<file path="src/design/spfr_pkg.sv">
// Shared types and constants of the serial packet frame receiver.
`default_nettype none

package spfr_pkg;

  // Configuration register indexes.
  localparam logic CFG_MAX_LENGTH = 1'b0;
  localparam logic CFG_TIMEOUT    = 1'b1;

  // Input operations.
  localparam logic OP_BYTE = 1'b0;
  localparam logic OP_TICK = 1'b1;

  // Result kinds.
  localparam logic KIND_RESPONSE = 1'b0;
  localparam logic KIND_PAYLOAD  = 1'b1;

  // Error flag bits.
  localparam logic [2:0] ERR_NONE     = 3'b000;
  localparam logic [2:0] ERR_TIMEOUT  = 3'b001;
  localparam logic [2:0] ERR_LENGTH   = 3'b010;
  localparam logic [2:0] ERR_CHECKSUM = 3'b100;

  localparam logic [7:0] SYNC_BYTE = 8'hFF;
  localparam logic [7:0] RESP_ID   = 8'h01;

  // Positions of the five response items.
  localparam logic [2:0] RESP_SYNC_A = 3'd0;
  localparam logic [2:0] RESP_SYNC_B = 3'd1;
  localparam logic [2:0] RESP_IDENT  = 3'd2;
  localparam logic [2:0] RESP_FLAGS  = 3'd3;
  localparam logic [2:0] RESP_CHECK  = 3'd4;

  localparam logic [5:0]  MAX_LENGTH_RESET = 6'd32;
  localparam logic [15:0] TIMEOUT_RESET    = 16'd1000;
  localparam logic [15:0] TICKS_MAX        = 16'hFFFF;

  typedef enum logic [3:0] {
    ST_SYNC1,
    ST_SYNC2,
    ST_LEN,
    ST_DATA,
    ST_SUM,
    ST_FETCH,
    ST_PAYLOAD,
    ST_RESP
  } st_t;

  typedef struct packed {
    logic       take_len;
    logic       take_data;
    logic       clr_err;
    logic [2:0] set_err;
    logic       fetch;
    logic       emit_pay;
    logic       resp_start;
    logic       emit_resp;
  } cmd_t;

  typedef struct packed {
    logic is_sync;
    logic len_over;
    logic len_zero;
    logic data_done;
    logic sum_ok;
    logic tmo_hit;
    logic out_free;
    logic pay_done;
    logic resp_done;
  } sts_t;

endpackage

`default_nettype wire

</file>
<file path="src/design/serial_packet_frame_receiver.sv">
// Input: a byte or tick item is taken while in_tready is high, which is while a packet is received.
// A completed packet gives a burst: a fetch state reads the payload buffer, then one payload
// item per cycle and five response items follow, paced by out_tready; input waits during the burst.
// Reset: synchronous active-low rst_n clears the state machine, error flags, counters and sets
// max_length to 32 and timeout_ticks to 1000; the payload buffer is not cleared.
`default_nettype none

module serial_packet_frame_receiver #(
  parameter int BUFFER_DEPTH = 32
) (
  input  wire         clk,
  input  wire         rst_n,
  input  wire         in_tvalid,
  output logic        in_tready,
  input  wire  [7:0]  in_tdata,   // [7:0] rx_byte
  input  wire         in_tuser,   // [0] operation
  output logic        out_tvalid,
  input  wire         out_tready,
  output logic [7:0]  out_tdata,  // [7:0] out_byte
  output logic        out_tuser,  // [0] kind
  output logic        out_tlast,
  input  wire         cfg_valid,
  output logic        cfg_ready,
  input  wire         cfg_index,
  input  wire  [15:0] cfg_data
);

  spfr_pkg::cmd_t cmd;
  spfr_pkg::sts_t sts;
  logic           in_fire;
  logic           cfg_fire;

  assign cfg_ready = 1'b1;
  assign in_fire   = in_tvalid && in_tready;
  assign cfg_fire  = cfg_valid && cfg_ready;

  spfr_ctrl u_ctrl (
    .clk      (clk),
    .rst_n    (rst_n),
    .in_fire  (in_fire),
    .op       (in_tuser),
    .sts      (sts),
    .in_ready (in_tready),
    .cmd      (cmd)
  );

  spfr_dp #(
    .BUFFER_DEPTH (BUFFER_DEPTH)
  ) u_dp (
    .clk       (clk),
    .rst_n     (rst_n),
    .in_fire   (in_fire),
    .op        (in_tuser),
    .rx_byte   (in_tdata),
    .cfg_fire  (cfg_fire),
    .cfg_idx   (cfg_index),
    .cfg_wdata (cfg_data),
    .cmd       (cmd),
    .sts       (sts),
    .out_valid (out_tvalid),
    .out_ready (out_tready),
    .out_kind  (out_tuser),
    .out_data  (out_tdata),
    .out_last  (out_tlast)
  );

endmodule

`default_nettype wire

</file>
<file path="src/design/spfr_ctrl.sv">
// Controller state machine: packet phases and result burst sequencing.
`default_nettype none

module spfr_ctrl (
  input  wire              clk,
  input  wire              rst_n,
  input  wire              in_fire,
  input  wire              op,
  input  spfr_pkg::sts_t   sts,
  output logic             in_ready,
  output spfr_pkg::cmd_t   cmd
);

  spfr_pkg::st_t state_r, state_nxt;
  logic          rx_phase;
  logic          tmo_phase;

  assign rx_phase  = (state_r == spfr_pkg::ST_SYNC1) || (state_r == spfr_pkg::ST_SYNC2) ||
                     (state_r == spfr_pkg::ST_LEN)   || (state_r == spfr_pkg::ST_DATA)  ||
                     (state_r == spfr_pkg::ST_SUM);
  assign tmo_phase = (state_r == spfr_pkg::ST_LEN) || (state_r == spfr_pkg::ST_DATA) ||
                     (state_r == spfr_pkg::ST_SUM);
  assign in_ready  = rx_phase;

  always_ff @(posedge clk) begin
    if (!rst_n) begin
      state_r <= spfr_pkg::ST_SYNC1;
    end else begin
      state_r <= state_nxt;
    end
  end

  always_comb begin
    state_nxt = state_r;
    if (in_fire && op == spfr_pkg::OP_TICK) begin
      if (tmo_phase && sts.tmo_hit) begin
        state_nxt = spfr_pkg::ST_RESP;
      end
    end else begin
      unique case (state_r)
        spfr_pkg::ST_SYNC1: begin
          if (in_fire && sts.is_sync) state_nxt = spfr_pkg::ST_SYNC2;
        end
        spfr_pkg::ST_SYNC2: begin
          if (in_fire) state_nxt = sts.is_sync ? spfr_pkg::ST_LEN : spfr_pkg::ST_SYNC1;
        end
        spfr_pkg::ST_LEN: begin
          if (in_fire) begin
            state_nxt = (sts.len_over || sts.len_zero) ? spfr_pkg::ST_RESP
                                                       : spfr_pkg::ST_DATA;
          end
        end
        spfr_pkg::ST_DATA: begin
          if (in_fire && sts.data_done) state_nxt = spfr_pkg::ST_SUM;
        end
        spfr_pkg::ST_SUM: begin
          if (in_fire) state_nxt = sts.sum_ok ? spfr_pkg::ST_FETCH : spfr_pkg::ST_RESP;
        end
        spfr_pkg::ST_FETCH: begin
          state_nxt = spfr_pkg::ST_PAYLOAD;
        end
        spfr_pkg::ST_PAYLOAD: begin
          if (sts.out_free && sts.pay_done) state_nxt = spfr_pkg::ST_RESP;
        end
        spfr_pkg::ST_RESP: begin
          if (sts.out_free && sts.resp_done) state_nxt = spfr_pkg::ST_SYNC1;
        end
        default: state_nxt = spfr_pkg::ST_SYNC1;
      endcase
    end
  end

  always_comb begin
    cmd = '0;
    if (in_fire && op == spfr_pkg::OP_TICK) begin
      if (tmo_phase && sts.tmo_hit) begin
        cmd.set_err    = spfr_pkg::ERR_TIMEOUT;
        cmd.resp_start = 1'b1;
      end
    end else begin
      unique case (state_r)
        spfr_pkg::ST_SYNC2: begin
          if (in_fire && sts.is_sync) cmd.clr_err = 1'b1;
        end
        spfr_pkg::ST_LEN: begin
          if (in_fire) begin
            cmd.take_len = 1'b1;
            if (sts.len_over) begin
              cmd.set_err    = spfr_pkg::ERR_LENGTH;
              cmd.resp_start = 1'b1;
            end else if (sts.len_zero) begin
              cmd.resp_start = 1'b1;
            end
          end
        end
        spfr_pkg::ST_DATA: begin
          if (in_fire) cmd.take_data = 1'b1;
        end
        spfr_pkg::ST_SUM: begin
          if (in_fire) begin
            if (sts.sum_ok) begin
              cmd.fetch = 1'b1;
            end else begin
              cmd.set_err    = spfr_pkg::ERR_CHECKSUM;
              cmd.resp_start = 1'b1;
            end
          end
        end
        spfr_pkg::ST_PAYLOAD: begin
          if (sts.out_free) begin
            cmd.emit_pay   = 1'b1;
            cmd.resp_start = sts.pay_done;
          end
        end
        spfr_pkg::ST_RESP: begin
          if (sts.out_free) cmd.emit_resp = 1'b1;
        end
        default: cmd = '0;
      endcase
    end
  end

endmodule

`default_nettype wire

</file>
<file path="src/design/spfr_dp.sv">
// Datapath: config registers, payload buffer, checksum, tick counter, result register.
`default_nettype none

module spfr_dp #(
  parameter int BUFFER_DEPTH = 32
) (
  input  wire             clk,
  input  wire             rst_n,
  input  wire             in_fire,
  input  wire             op,
  input  wire  [7:0]      rx_byte,
  input  wire             cfg_fire,
  input  wire             cfg_idx,
  input  wire  [15:0]     cfg_wdata,
  input  spfr_pkg::cmd_t  cmd,
  output spfr_pkg::sts_t  sts,
  output logic            out_valid,
  input  wire             out_ready,
  output logic            out_kind,
  output logic [7:0]      out_data,
  output logic            out_last
);

  localparam int         AW    = (BUFFER_DEPTH > 1) ? $clog2(BUFFER_DEPTH) : 1;
  localparam logic [5:0] DEPTH = 6'(BUFFER_DEPTH);

  logic [5:0]  max_len_r;
  logic [15:0] tmo_r;
  logic [2:0]  err_r;
  logic [5:0]  len_r;
  logic [5:0]  cnt_r;
  logic [7:0]  sum_r;
  logic [15:0] idle_r, idle_nxt;
  logic [5:0]  idx_r;
  logic [2:0]  ridx_r;
  logic [7:0]  mem [BUFFER_DEPTH];
  logic [7:0]  rd_data_r;
  logic [AW-1:0] raddr_r, raddr_nxt;
  logic        out_valid_r, out_valid_nxt;
  logic        out_kind_r;
  logic [7:0]  out_data_r;
  logic        out_last_r;

  logic [5:0]  limit;
  logic [6:0]  cnt_inc;
  logic [6:0]  idx_inc;
  logic [7:0]  resp_byte;
  logic        out_free;

  assign limit    = (max_len_r > DEPTH) ? DEPTH : max_len_r;
  assign cnt_inc  = {1'b0, cnt_r} + 7'd1;
  assign idx_inc  = {1'b0, idx_r} + 7'd1;
  assign out_free = !out_valid_r || out_ready;
  assign idle_nxt = (idle_r == spfr_pkg::TICKS_MAX) ? idle_r : idle_r + 16'd1;

  always_comb begin
    sts.is_sync   = (rx_byte == spfr_pkg::SYNC_BYTE);
    sts.len_over  = (rx_byte > {2'b00, limit});
    sts.len_zero  = (rx_byte == 8'd0);
    sts.data_done = (cnt_inc >= {1'b0, len_r});
    sts.sum_ok    = (rx_byte == ~sum_r);
    sts.tmo_hit   = (idle_nxt > tmo_r);
    sts.out_free  = out_free;
    sts.pay_done  = (idx_inc >= {1'b0, len_r});
    sts.resp_done = (ridx_r == spfr_pkg::RESP_CHECK);
  end

  // Control and configuration state.
  always_ff @(posedge clk) begin
    if (!rst_n) begin
      max_len_r   <= spfr_pkg::MAX_LENGTH_RESET;
      tmo_r       <= spfr_pkg::TIMEOUT_RESET;
      err_r       <= spfr_pkg::ERR_NONE;
      len_r       <= '0;
      cnt_r       <= '0;
      idle_r      <= '0;
      idx_r       <= '0;
      ridx_r      <= '0;
      raddr_r     <= '0;
      out_valid_r <= 1'b0;
    end else begin
      if (cfg_fire) begin
        unique case (cfg_idx)
          spfr_pkg::CFG_MAX_LENGTH: max_len_r <= cfg_wdata[5:0];
          spfr_pkg::CFG_TIMEOUT:    tmo_r     <= cfg_wdata;
          default: ;
        endcase
      end
      if (in_fire) begin
        idle_r <= (op == spfr_pkg::OP_TICK) ? idle_nxt : 16'd0;
      end
      if (cmd.clr_err) begin
        err_r <= spfr_pkg::ERR_NONE;
      end else begin
        err_r <= err_r | cmd.set_err;
      end
      if (cmd.take_len) begin
        len_r <= rx_byte[5:0];
        cnt_r <= '0;
      end else if (cmd.take_data) begin
        cnt_r <= cnt_inc[5:0];
      end
      if (cmd.fetch) begin
        idx_r <= '0;
      end else if (cmd.emit_pay) begin
        idx_r <= idx_inc[5:0];
      end
      if (cmd.resp_start) begin
        ridx_r <= spfr_pkg::RESP_SYNC_A;
      end else if (cmd.emit_resp) begin
        ridx_r <= ridx_r + 3'd1;
      end
      raddr_r     <= raddr_nxt;
      out_valid_r <= out_valid_nxt;
    end
  end

  // Running checksum over the length byte and the payload.
  always_ff @(posedge clk) begin
    if (cmd.take_len) begin
      sum_r <= rx_byte;
    end else if (cmd.take_data) begin
      sum_r <= sum_r + rx_byte;
    end
  end

  // Payload buffer: one write port, one registered read port.
  always_ff @(posedge clk) begin
    if (cmd.take_data && cnt_r < DEPTH) begin
      mem[cnt_r[AW-1:0]] <= rx_byte;
    end
    rd_data_r <= mem[raddr_nxt];
  end

  // The read address runs one entry ahead of the item being emitted.
  always_comb begin
    raddr_nxt = raddr_r;
    if (cmd.fetch) begin
      raddr_nxt = '0;
    end else if (cmd.emit_pay && idx_inc < {1'b0, len_r}) begin
      raddr_nxt = idx_inc[AW-1:0];
    end
  end

  always_comb begin
    unique case (ridx_r)
      spfr_pkg::RESP_SYNC_A: resp_byte = spfr_pkg::SYNC_BYTE;
      spfr_pkg::RESP_SYNC_B: resp_byte = spfr_pkg::SYNC_BYTE;
      spfr_pkg::RESP_IDENT:  resp_byte = spfr_pkg::RESP_ID;
      spfr_pkg::RESP_FLAGS:  resp_byte = {5'b00000, err_r};
      spfr_pkg::RESP_CHECK:  resp_byte = ~(8'd1 + {5'b00000, err_r});
      default:               resp_byte = spfr_pkg::SYNC_BYTE;
    endcase
  end

  always_comb begin
    out_valid_nxt = out_valid_r;
    if (cmd.emit_pay || cmd.emit_resp) begin
      out_valid_nxt = 1'b1;
    end else if (out_ready) begin
      out_valid_nxt = 1'b0;
    end
  end

  always_ff @(posedge clk) begin
    if (cmd.emit_pay) begin
      out_kind_r <= spfr_pkg::KIND_PAYLOAD;
      out_data_r <= rd_data_r;
      out_last_r <= 1'b0;
    end else if (cmd.emit_resp) begin
      out_kind_r <= spfr_pkg::KIND_RESPONSE;
      out_data_r <= resp_byte;
      out_last_r <= (ridx_r == spfr_pkg::RESP_CHECK);
    end
  end

  assign out_valid = out_valid_r;
  assign out_kind  = out_kind_r;
  assign out_data  = out_data_r;
  assign out_last  = out_last_r;

endmodule

`default_nettype wire

</file>
<file path="config.mk">
export PLATFORM = sky130hd
export DESIGN_NAME = serial_packet_frame_receiver
export DESIGN_NICKNAME = d
export VERILOG_FILES = /design/src/design/spfr_pkg.sv /design/src/design/serial_packet_frame_receiver.sv /design/src/design/spfr_ctrl.sv /design/src/design/spfr_dp.sv
export SDC_FILE = /design/constraint.sdc
export NUM_CORES = 1
export LEC_CHECK = 0
export ABC_CLOCK_PERIOD_IN_PS = 7800
export BUFFER_PORTS_ARGS = -buffer_cell sky130_fd_sc_hd__buf_2
export CORE_ASPECT_RATIO = 1.1
export CORE_MARGIN = 4
export CORE_UTILIZATION = 67
export DETAILED_ROUTE_END_ITERATION = 8
export PLACE_DENSITY = 0.85
export SYNTH_ARGS = -nofsm -noshare
export SYNTH_HDL_FRONTEND = slang
export SYNTH_SLANG_ARGS = --single-unit
export TNS_END_PERCENT = 1
</file>
<file path="constraint.sdc">
create_clock -name clk -period 7.8 [get_ports clk]
set_input_delay 1.17 -clock clk [delete_from_list [all_inputs] [get_ports clk]]
set_output_delay 1.17 -clock clk [all_outputs]
set_load 0.02 [all_outputs]
</file>
Yosys cells after proc, flatten, opt, wreduce, memory -nomap -nowiden. Memory sizes are Yosys's and may differ from the RTL's. A register that Yosys moved wholly into a read port is not among the register bits. Cells that the tools add are included. W data, S select, Z words.

Bits in registers: 90. Memories kept: 1. Output and inout port bits: 13. RAM bits: 256.

$add $sub $neg: 6. $lt $le $gt $ge: 7. Muxes and demuxes: 56. Bitwise logic cells: 5. Equality and inequality tests: 21. Reductions and logical operators: 31.

Memory list: u_dp.mem (words 32, width 8, read ports 1, clocked after memory_dff 1, write ports 1, RTL line spfr_dp.sv:36) `logic [7:0] mem [BUFFER_DEPTH];`.

Operator list (count): $mux W4 (10); $mux W16 (2); $mux W8 (4); $pmux W4 S8 (1); $pmux W8 S3 (1); $mux W1 (23); $add A16 B1 Y16 const B (1); $eq A16 B16 Y1 const B (1); $eq A4 B3 Y1 const B (4); $gt A16 B16 Y1 (1); $not A8 Y8 (2); $mux W3 (5); $add A6 B1 Y7 const B (2); $ge A7 B6 Y1 (2); $mux W2 (5); $mux W5 (2); $logic_and A1 B1 Y1 (9); $logic_or A1 B1 Y1 (9); $ne A3 B2 Y1 const B (3); $add A8 B8 Y8 (1); $eq A4 B2 Y1 const B (2); $eq A8 B8 Y1 (1); $eq A8 B8 Y1 const B (1); $gt A8 B6 Y1 (1); 23 further kinds (33).

Logic depth before layout (Yosys ltp). Gate-level depths: netlist (run 1).

Word-level depth: 13. Gate-level depth with buffers: 17.

By module. Synthesis (run 1) repeated with hierarchy kept, for this count alone.

Cells, all modules: 1415. Area total of the unflattened synthesis: 16181.8 sq um.

Modules (own cells, without submodules): spfr_dp (cells each 1350, times used 1, area an instance 15746.4 sq um); spfr_ctrl (cells each 62, times used 1, area an instance 417.9 sq um); serial_packet_frame_receiver (cells each 3, times used 1, area an instance 17.5 sq um).

Least setup slack after synthesis (run 1). Ideal clock, no wire load.

Path type: register to register. Start point: register u_dp.idle_r[4]. End point: register u_ctrl.state_r[0]. Path slack: 4.216 ns. Arrival time: 3.489 ns. Library setup time: 0.095 ns. Required time: 7.705 ns. Stages on the path, launching flop included: 17. Path through: dfxtp_1 -> and3_1 -> clkbuf_1 -> and4_1 -> nand4_1 -> or2_2 -> buf_2 -> mux2_2 -> ha_1 -> nor2b_1 -> o21a_1 -> o21a_1 -> o21ai_0 -> a211oi_1 -> o31ai_1 -> a21oi_1 -> a221oi_1.

Word-level cells in the longest chain between the ends: 6.

RTL lines: from (decl) (RTL line spfr_dp.sv:33) `logic [15:0] idle_r, idle_nxt;`; from (signal assigned) (RTL line spfr_dp.sv:90) `idle_r <= (op == spfr_pkg::OP_TICK) ? idle_nxt : 16'd0;`; $add A16 B1 Y16 or $eq A16 B16 Y1 (tied branches) (RTL line spfr_dp.sv:54) `assign idle_nxt = (idle_r == spfr_pkg::TICKS_MAX) ? idle_r : idle_r + 16'd1;`; $mux W16 (*) (RTL line spfr_dp.sv:54); $gt A16 B16 Y1 (*) (RTL line spfr_dp.sv:62) `sts.tmo_hit = (idle_nxt > tmo_r);`; $logic_and A1 B1 Y1 (*) (RTL line spfr_ctrl.sv:36) `if (tmo_phase && sts.tmo_hit) begin`; $ne A2 B2 Y1 (no source line) (*); $reduce_and A8 Y1 (no source line) (*); to (signal assigned) (RTL line spfr_ctrl.sv:27) `state_r <= spfr_pkg::ST_SYNC1;`; to (signal assigned) (RTL line spfr_ctrl.sv:29) `state_r <= state_nxt;`; to (decl) (RTL line spfr_ctrl.sv:14) `spfr_pkg::st_t state_r, state_nxt;`.

Every way passes the cells marked *; elsewhere a longest branch is shown, timed or not. A chain may end at the register's enable or synchronous reset.

Final worst setup path (run 1).
Start point: register u_dp.idx_r[0]. End point: register u_dp.rd_data_r[6], read port of u_dp.mem.

Word-level cells in the longest chain between the ends: 5.

RTL lines: from (decl) (RTL line spfr_dp.sv:34) `logic [5:0] idx_r;`; from (signal assigned) (RTL line spfr_dp.sv:106) `idx_r <= idx_inc[5:0];`; $add A6 B1 Y7 (*) (RTL line spfr_dp.sv:52) `assign idx_inc = {1'b0, idx_r} + 7'd1;`; net u_dp.idx_inc[4] (RTL line spfr_dp.sv:46) `logic [6:0] idx_inc;`; $lt A7 B6 Y1 (RTL line spfr_dp.sv:140) `end else if (cmd.emit_pay && idx_inc < {1'b0, len_r}) begin`; $logic_and A1 B1 Y1 (RTL line spfr_dp.sv:140); $mux W5 (*) (RTL line spfr_dp.sv:140); $mux W5 (*) (RTL line spfr_dp.sv:138) `if (cmd.fetch) begin`; to (decl) (RTL line spfr_dp.sv:37) `logic [7:0] rd_data_r;`.

Mark *: on every way through the listed nets, which the timed path passes. The rest lies on a longest branch.

==> results of run 1 <==
[tightest hold or removal path, stage by stage (launching register included)]
cell and delay, ps:
dfxtp_1 310, nand2_1 50, a21oi_1 50
[kinds of logic (layout without fill, tap and decap cells)]
| group | Yosys count | count (layout) | share of synthesized area |
|---|---|---|---|
| simple gates | 437 | 437 | 0.120 |
| compound gates | 327 | 327 | 0.133 |
| flops | 353 | 353 | 0.604 |
| xor+xnor | 35 | 35 | 0.0189 |
| buf+inv | 122 | 162 | 0.0342 |
| other cells | 1 | 1 | 0.000231 |
| mux | 76 | 76 | 0.0495 |
| fa+ha+maj | 53 | 53 | 0.0414 |
[cells in the final DEF (no fill, tap or decap), drive strengths merged, types with 49 or more instances in the layout]
| cell type | instances |
|---|---|
| edfxtp | 272 |
| nand2 | 203 |
| a21oi | 116 |
| nor2 | 107 |
| dfxtp | 81 |
| mux2i | 71 |
| buf | 53 |
| ha | 52 |
| clkbuf | 49 |
[power groups by stage]
stage	clock network (mW)	registers, mW	logic, mW
2_1_floorplan	0	2.07	0.0465
3_3_place_gp	0	2.07	0.0898
3_5_place_dp	0	2.07	0.0933
4_1_cts	1.73	2.03	0.0942
5_1_grt	1.82	2.03	0.105
6_report	1.72	2.03	0.0950
[state kept, by name, summed over array words and instances (netlist names), 3 cells and up]
| name | count |
|---|---|
| u_dp.ridx_r | 3 |
| u_dp.raddr_r | 5 |
| u_dp.sum_r | 8 |
| u_dp.err_r | 3 |
| u_dp.idle_r | 16 |
| u_dp.rd_data_r | 8 |
| u_ctrl.state_r | 3 |
| u_dp.cnt_r | 6 |
| u_dp.out_data | 8 |
| u_dp.tmo_r | 16 |
| u_dp.max_len_r | 6 |
| u_dp.idx_r | 6 |
| u_dp.mem | 256 |
| u_dp.len_r | 6 |
[path summary, 6_finish.rpt]
check	start	endpoint	cells past startpoint
setup / recovery	u_dp.idx_r[0]	u_dp.rd_data_r[6]	13
hold / removal	u_dp.len_r[1]	u_dp.len_r[1]	2
hold reg to reg	u_dp.len_r[1]	u_dp.len_r[1]	2
setup reg to reg	u_dp.idx_r[0]	u_dp.rd_data_r[6]	13
[stage by stage]
| stage | instance area, µm² | util | hold slack [ps] |
|---|---|---|---|
| 2_1_floorplan | 16200 | - | 436 |
| 3_3_place_gp | 16500 | 0.695 | 442 |
| 3_5_place_dp | 16500 | 0.695 | 447 |
| 4_1_cts | 17700 | 0.744 | 455 |
| 5_1_grt | 17700 | 0.744 | 473 |
| 6_report | 17700 | 0.744 | 454 |
[layout make-up]
type,count,area (µm²)
Fill cell,1534,6070
Inverter,44,165
Clock buffer,49,990
Multi-Input combinational cell,929,5890
Timing Repair Buffer,53,293
Tap cell,305,382
Clock inverter,16,193
Sequential cell,353,9790
[layer usage]
metal / track usage / vias up
met3: 0.0574 / 98
met4: 0.102 / 0
met1: 0.407 / 5517
li1: - / 5218
met2: 0.490 / 761
met5: 0 / -
==> flow_metrics.tcl, run 1 <==
set metrics [dict create \
    yosysMostFrequentCell "edfxtp_1" \
    antenna_found_initial 0 \
    pwr-share-clk 0.448 \
    synthDistinctLibCells 71 \
    synth-seq-cells 353 \
    viasPerCell 6.63 \
    synth_nets 1488 \
    crit_chain "ha_1 -> nand3_2 -> xnor2_1 -> ha_1 -> a21o_1 -> a21oi_1 -> and4b_2 -> mux2i_4 -> buf_4 -> mux2i_1 -> o22ai_1 -> a211oi_1 -> nand3_1" \
    cp.arrival_ps 5490 \
    fin_crit_sh 0.654 \
    first_global_vias 11000 \
    cts_sinks 353 \
    hold_buffers 0 \
    drcViolationCount 0 \
    fin_ws_ps 2700 \
    cts_tree "yes" \
    syn_avg_cell_area_um2 11.5 \
    start_util 0.682 \
    synth_common_cells "edfxtp_1 (272), nand2_1 (202), a21oi_1 (116)" \
    stdcell_count 1749 \
    dr.pass1.iters 7 \
    cp_common_cell "ha_1" \
    synth_top_area_cell "edfxtp_1" \
    path_class "register to register" \
    fmax_mhz 196 \
    synth_top_area_frac 0.504 \
    clock_latency_ps 530 \
    crit_family "simple AND/OR/NAND/NOR gates" \
    die_area_mm2 0.0268 \
    wire_per_inst_um 22.9 \
    cp-start-kind "register" \
    finalHoldViolCount 0 \
    track_usage 0.300 \
    seq_power_share 0.528 \
    post-cts-setup-buffer-count 0 \
    synth-edff-count 272 \
    ys_seq_area_frac 0.604 \
    via_count 11600 \
    io_buffers 42 \
    fin_skew_ps 26.4 \
    die_y_um 171 \
    cts_resized 0 \
    met2_length_mm 19.4 \
    routed.top_layer "met4" \
    cp_slowest_cell "and4b_2" \
    ctsLongestPathBuffers 3 \
    final_nets 1501 \
    grt_max_degree 90 \
    gp_routability_congestion 0.858 \
    total_power_mw 3.85 \
    regToRegSetupSlack_ps 2700 \
    yosys_warnings 0 \
    setup-tns-final_ps 0 \
    wl_met1_mm 15.1 \
    p_int_mw 3.08 \
    synthCells 1404 \
    io_pins 44 \
    post-place-ws_ps 2870 \
    syn_area_mm2 0.0162 \
    area_delta_synth_final_pct 9.14 \
    tightest_slew_ps 1040 \
    vdd_ir_drop_max_uv 246 \
    status "completed" \
    synthTopCellsByArea "edfxtp_1 (50%), dfxtp_1 (10%), nand2_1 (4.7%)" \
    rows 59 \
    htreeDepth 2 \
    grt_pass1_wl_mm 62.0 \
    grt.overflow.total 0 \
    core_mm2 0.0238 \
    numCtsBuffers 36 \
    p_per_area_mw_per_mm2 217 \
    synth_ff_type "edfxtp_1" \
    drv_slew 0 \
    max_cap_violations 0 \
    hold_path_class "register to register" \
    drive_gt1_frac 0.0949 \
    dieWidth_um 156 \
    cp_data_required_time_ps 8190 \
    critical_path.max_stage_delay_ps 910 \
    end_kind "register" \
    maxSlewHeadroom 0.308 \
    cp_max_fo 28 \
    clk_pin_slew_ps 60 \
    antennaDiodeCount 0 \
    setup_viol_count_final 0 \
    drtIter0Drc 1579 \
    route.met3.wl_mm 4.36 \
    power.leakage_nw 6.12 \
    netSwitchingPower_mw 0.768 \
    critPathBufInv 1 \
    rsz0062_at_grt "false" \
    hpwl_mm 25.1 \
    p_sw_frac 0.199 \
    ant_nets 0 \
    placed_cells 1684 \
    fin_crit_ps 5100 \
    clockRootBuffer "clkbuf_16" \
    combPwrFrac 0.025 \
    async_flop_share 0 \
    drt-total-wl_mm 40.1 \
]
No activity file was read; power rests on OpenSTA's default activity.
==> run 2, diff against run 1 <==
Settings changed: ABC_AREA from default to 1, ABC_CLOCK_PERIOD_IN_PS 7800 to 4600, CORE_UTILIZATION 67 to 57, PLACE_DENSITY 0.85 to 0.77.
Clock period 7.8 ns to 4.6 ns, I/O delays scaled along.
==> run 2 against run 1 <==
  * The run now ends with design-rule violations left
  * Maximum frequency up 27%
  * Sequential share of layout area down 3.4 points
  * Synthesized cell count up 35%
  * Sequential cell count unchanged
  * Area after synthesis up 6.6%
  * Final cell count up 32%
  * Hold slack worse by 67 ps
  * Global-route usage down 5.5 points
==> flow_metrics.tcl, run 2 <==
set metrics [dict create \
    clock_latency_ps 520 \
    viasPerCell 5.70 \
    fin_crit_ps 4010 \
    pwr-share-clk 0.408 \
    synthDistinctLibCells 47 \
    grt_pass1_wl_mm 64.7 \
    cts_resized 0 \
    yosysMostFrequentCell "nand2_1" \
    total_power_mw 7.05 \
    clockRootBuffer "clkbuf_16" \
    grt.overflow.total 0 \
    largest_reg_flops 256 \
    met2_usage 0.414 \
    yosys_warnings 0 \
    vdd_ir_drop_max_uv 252 \
    first_global_vias 12600 \
    synth-seq-cells 353 \
    cp-start-kind "register" \
    async_flop_share 0 \
    seq_power_share 0.504 \
    combPwrFrac 0.088 \
    dr.pass1.iters 7 \
    dieWidth_um 174 \
    grt_use_met3 0.0403 \
    holdPathEnd "u_dp.tmo_r[8]" \
    synth_nets 1980 \
    hold_path_class "input port to register" \
    maxSlewHeadroom 0.222 \
    ant_nets 0 \
    hpwl_mm 25.8 \
    tightest_slew_ps 1170 \
    cp.arrival_ps 4420 \
    antenna_found_initial 1 \
    fin_crit_sh 0.873 \
    violations "design-rule violations" \
    max_cap_violations 0 \
    finalHoldViolCount 0 \
    regToRegEndpoint "u_dp.rd_data_r[3]" \
    fin_ws_ps 586 \
    synth-edff-count 272 \
    post-cts-setup-buffer-count 0 \
    ys_seq_area_frac 0.566 \
    drtIter0Drc 1440 \
    regToRegSetupSlack_ps 590 \
    core_mm2 0.0297 \
    p_sw_frac 0.237 \
    rsz0062_at_grt "false" \
    synth_top_area_frac 0.473 \
    cts_sinks 353 \
    drcViolationCount 1 \
    setup_viol_count_final 0 \
    fillers 2340 \
    end_kind "register" \
    rr_worst_depth 17 \
    holdCritStartpoint "cfg_data[8]" \
    p_per_area_mw_per_mm2 374 \
    cp_max_fo 17 \
    gp_routability_congestion 0.966 \
    drv_slew 0 \
    numCtsBuffers 36 \
    wire_per_inst_um 17.8 \
    path_class "register to register" \
    start_util 0.581 \
    drive_gt1_frac 0.0729 \
    synth_ff_type "edfxtp_1" \
    track_usage 0.245 \
    fmax_mhz 249 \
    fin_skew_ps 18.8 \
    clk_pin_slew_ps 60 \
    via_count 13200 \
    status "finished with violations" \
    busiest_layer "met2" \
    io_buffers 42 \
    netSwitchingPower_mw 1.67 \
    synthCells 1896 \
    grt_max_degree 105 \
    die_area_mm2 0.0332 \
    final_cell_mix "nand2_1 (372), inv_1 (346), edfxtp_1 (272), nand3_1 (246), nand4_1 (115)" \
    rows 66 \
    cp_data_required_time_ps 5010 \
    min_path_cells 3 \
    post-place-ws_ps 749 \
    cts_tree "yes" \
    synth_top_area_cell "edfxtp_1" \
    htreeDepth 2 \
    final_nets 1991 \
    synthTopCellsByArea "edfxtp_1 (47%), dfxtp_1 (9.4%), nand2_1 (8.1%)" \
    area_delta_synth_final_pct 9.13 \
    p_int_mw 5.38 \
    power.leakage_nw 8.08 \
    synth_common_cells "nand2_1 (372), inv_1 (346), edfxtp_1 (272)" \
    ctsLongestPathBuffers 3 \
    io_pins 44 \
    setup-tns-final_ps 0 \
    syn_area_mm2 0.0173 \
    hold_buffers 0 \
    die_y_um 191 \
    drt-total-wl_mm 41.2 \
    final_common_cell "nand2_1" \
    antennaDiodeCount 0 \
    syn_avg_cell_area_um2 9.12 \
    grtUsageMet1 0.317 \
    r2r-start "u_dp.idx_r[0]" \
]
-- run 2: worst max path at each step --
stage	start	slack, ps	endpoint	cells after the start
after CTS	u_dp.idx_r[0]	650	u_dp.rd_data_r[1]	17
final	u_dp.idx_r[0]	590	u_dp.rd_data_r[3]	17
after floorplan	u_ctrl.state_r[0]	1670	u_dp.mem[31][0]	12
after global placement	in_tvalid	790	u_dp.mem[30][4]	10
after detailed placement	in_tvalid	750	u_dp.mem[30][0]	10
after global routing	u_dp.idx_r[0]	290	u_dp.rd_data_r[1]	17
-- run 2: layer usage --
layer  part of all wire  wire (µm)
met5                  0          0
met4              0.039       1600
met3              0.078       3210
met2               0.48      19700
met1               0.41      16700
-- run 2: through the flow --
step	std cells	area, µm²	util	hold slack, ps
after CTS	2308	18900	0.635	376
after detailed placement	2243	17700	0.596	448
final	2308	18900	0.635	388
after global placement	2243	17700	0.596	441
after floorplan	1896	17300	-	435
after global routing	2308	18900	0.635	405
-- run 2: layout make-up --
type                       instances  area [µm²]  area share
sequential                       353        9790       0.519
multi-input combinational       1102        5740       0.304
inverter                         352        1320      0.0700
clock buffer                      50         995      0.0527
tap                              374         468      0.0248
timing repair buffer              62         385      0.0204
clock inverter                    15         164     0.00869
-- run 2: power groups by stage --
stage,combinational (mW),sequential (mW),clock [mW]
final,0.620,3.56,2.87
after global routing,0.695,3.56,3.06
after CTS,0.617,3.56,2.91
after detailed placement,0.616,3.62,0
after global placement,0.597,3.62,0
after floorplan,0.435,3.60,0
-- run 2: critical path, cell delays in order (launching register included) --
cell and delay, ps:
dfxtp_1 480, ha_1 270, nand3_1 110, xor2_1 300, inv_1 110, ha_1 290
nand3_1 90, nand3_1 70, nor2_1 370, nand3_4 160, inv_1 170, o21ai_1 110
nor2_2 620, inv_2 320, nand3_1 200, nand2_1 60, nand2_1 80, nand2_1 70
-- run 2: cells by family after synthesis --
group                      Yosys count  share of synthesized area
DFF                                353                      0.566
xor gates and xnor gates            21                     0.0106
AOI/OAI and AO/OA                  150                     0.0473
other                                1                   0.000217
buffers and inverters              441                      0.102
adders and majority gates           53                     0.0388
and+or+nand+nor                    877                      0.235
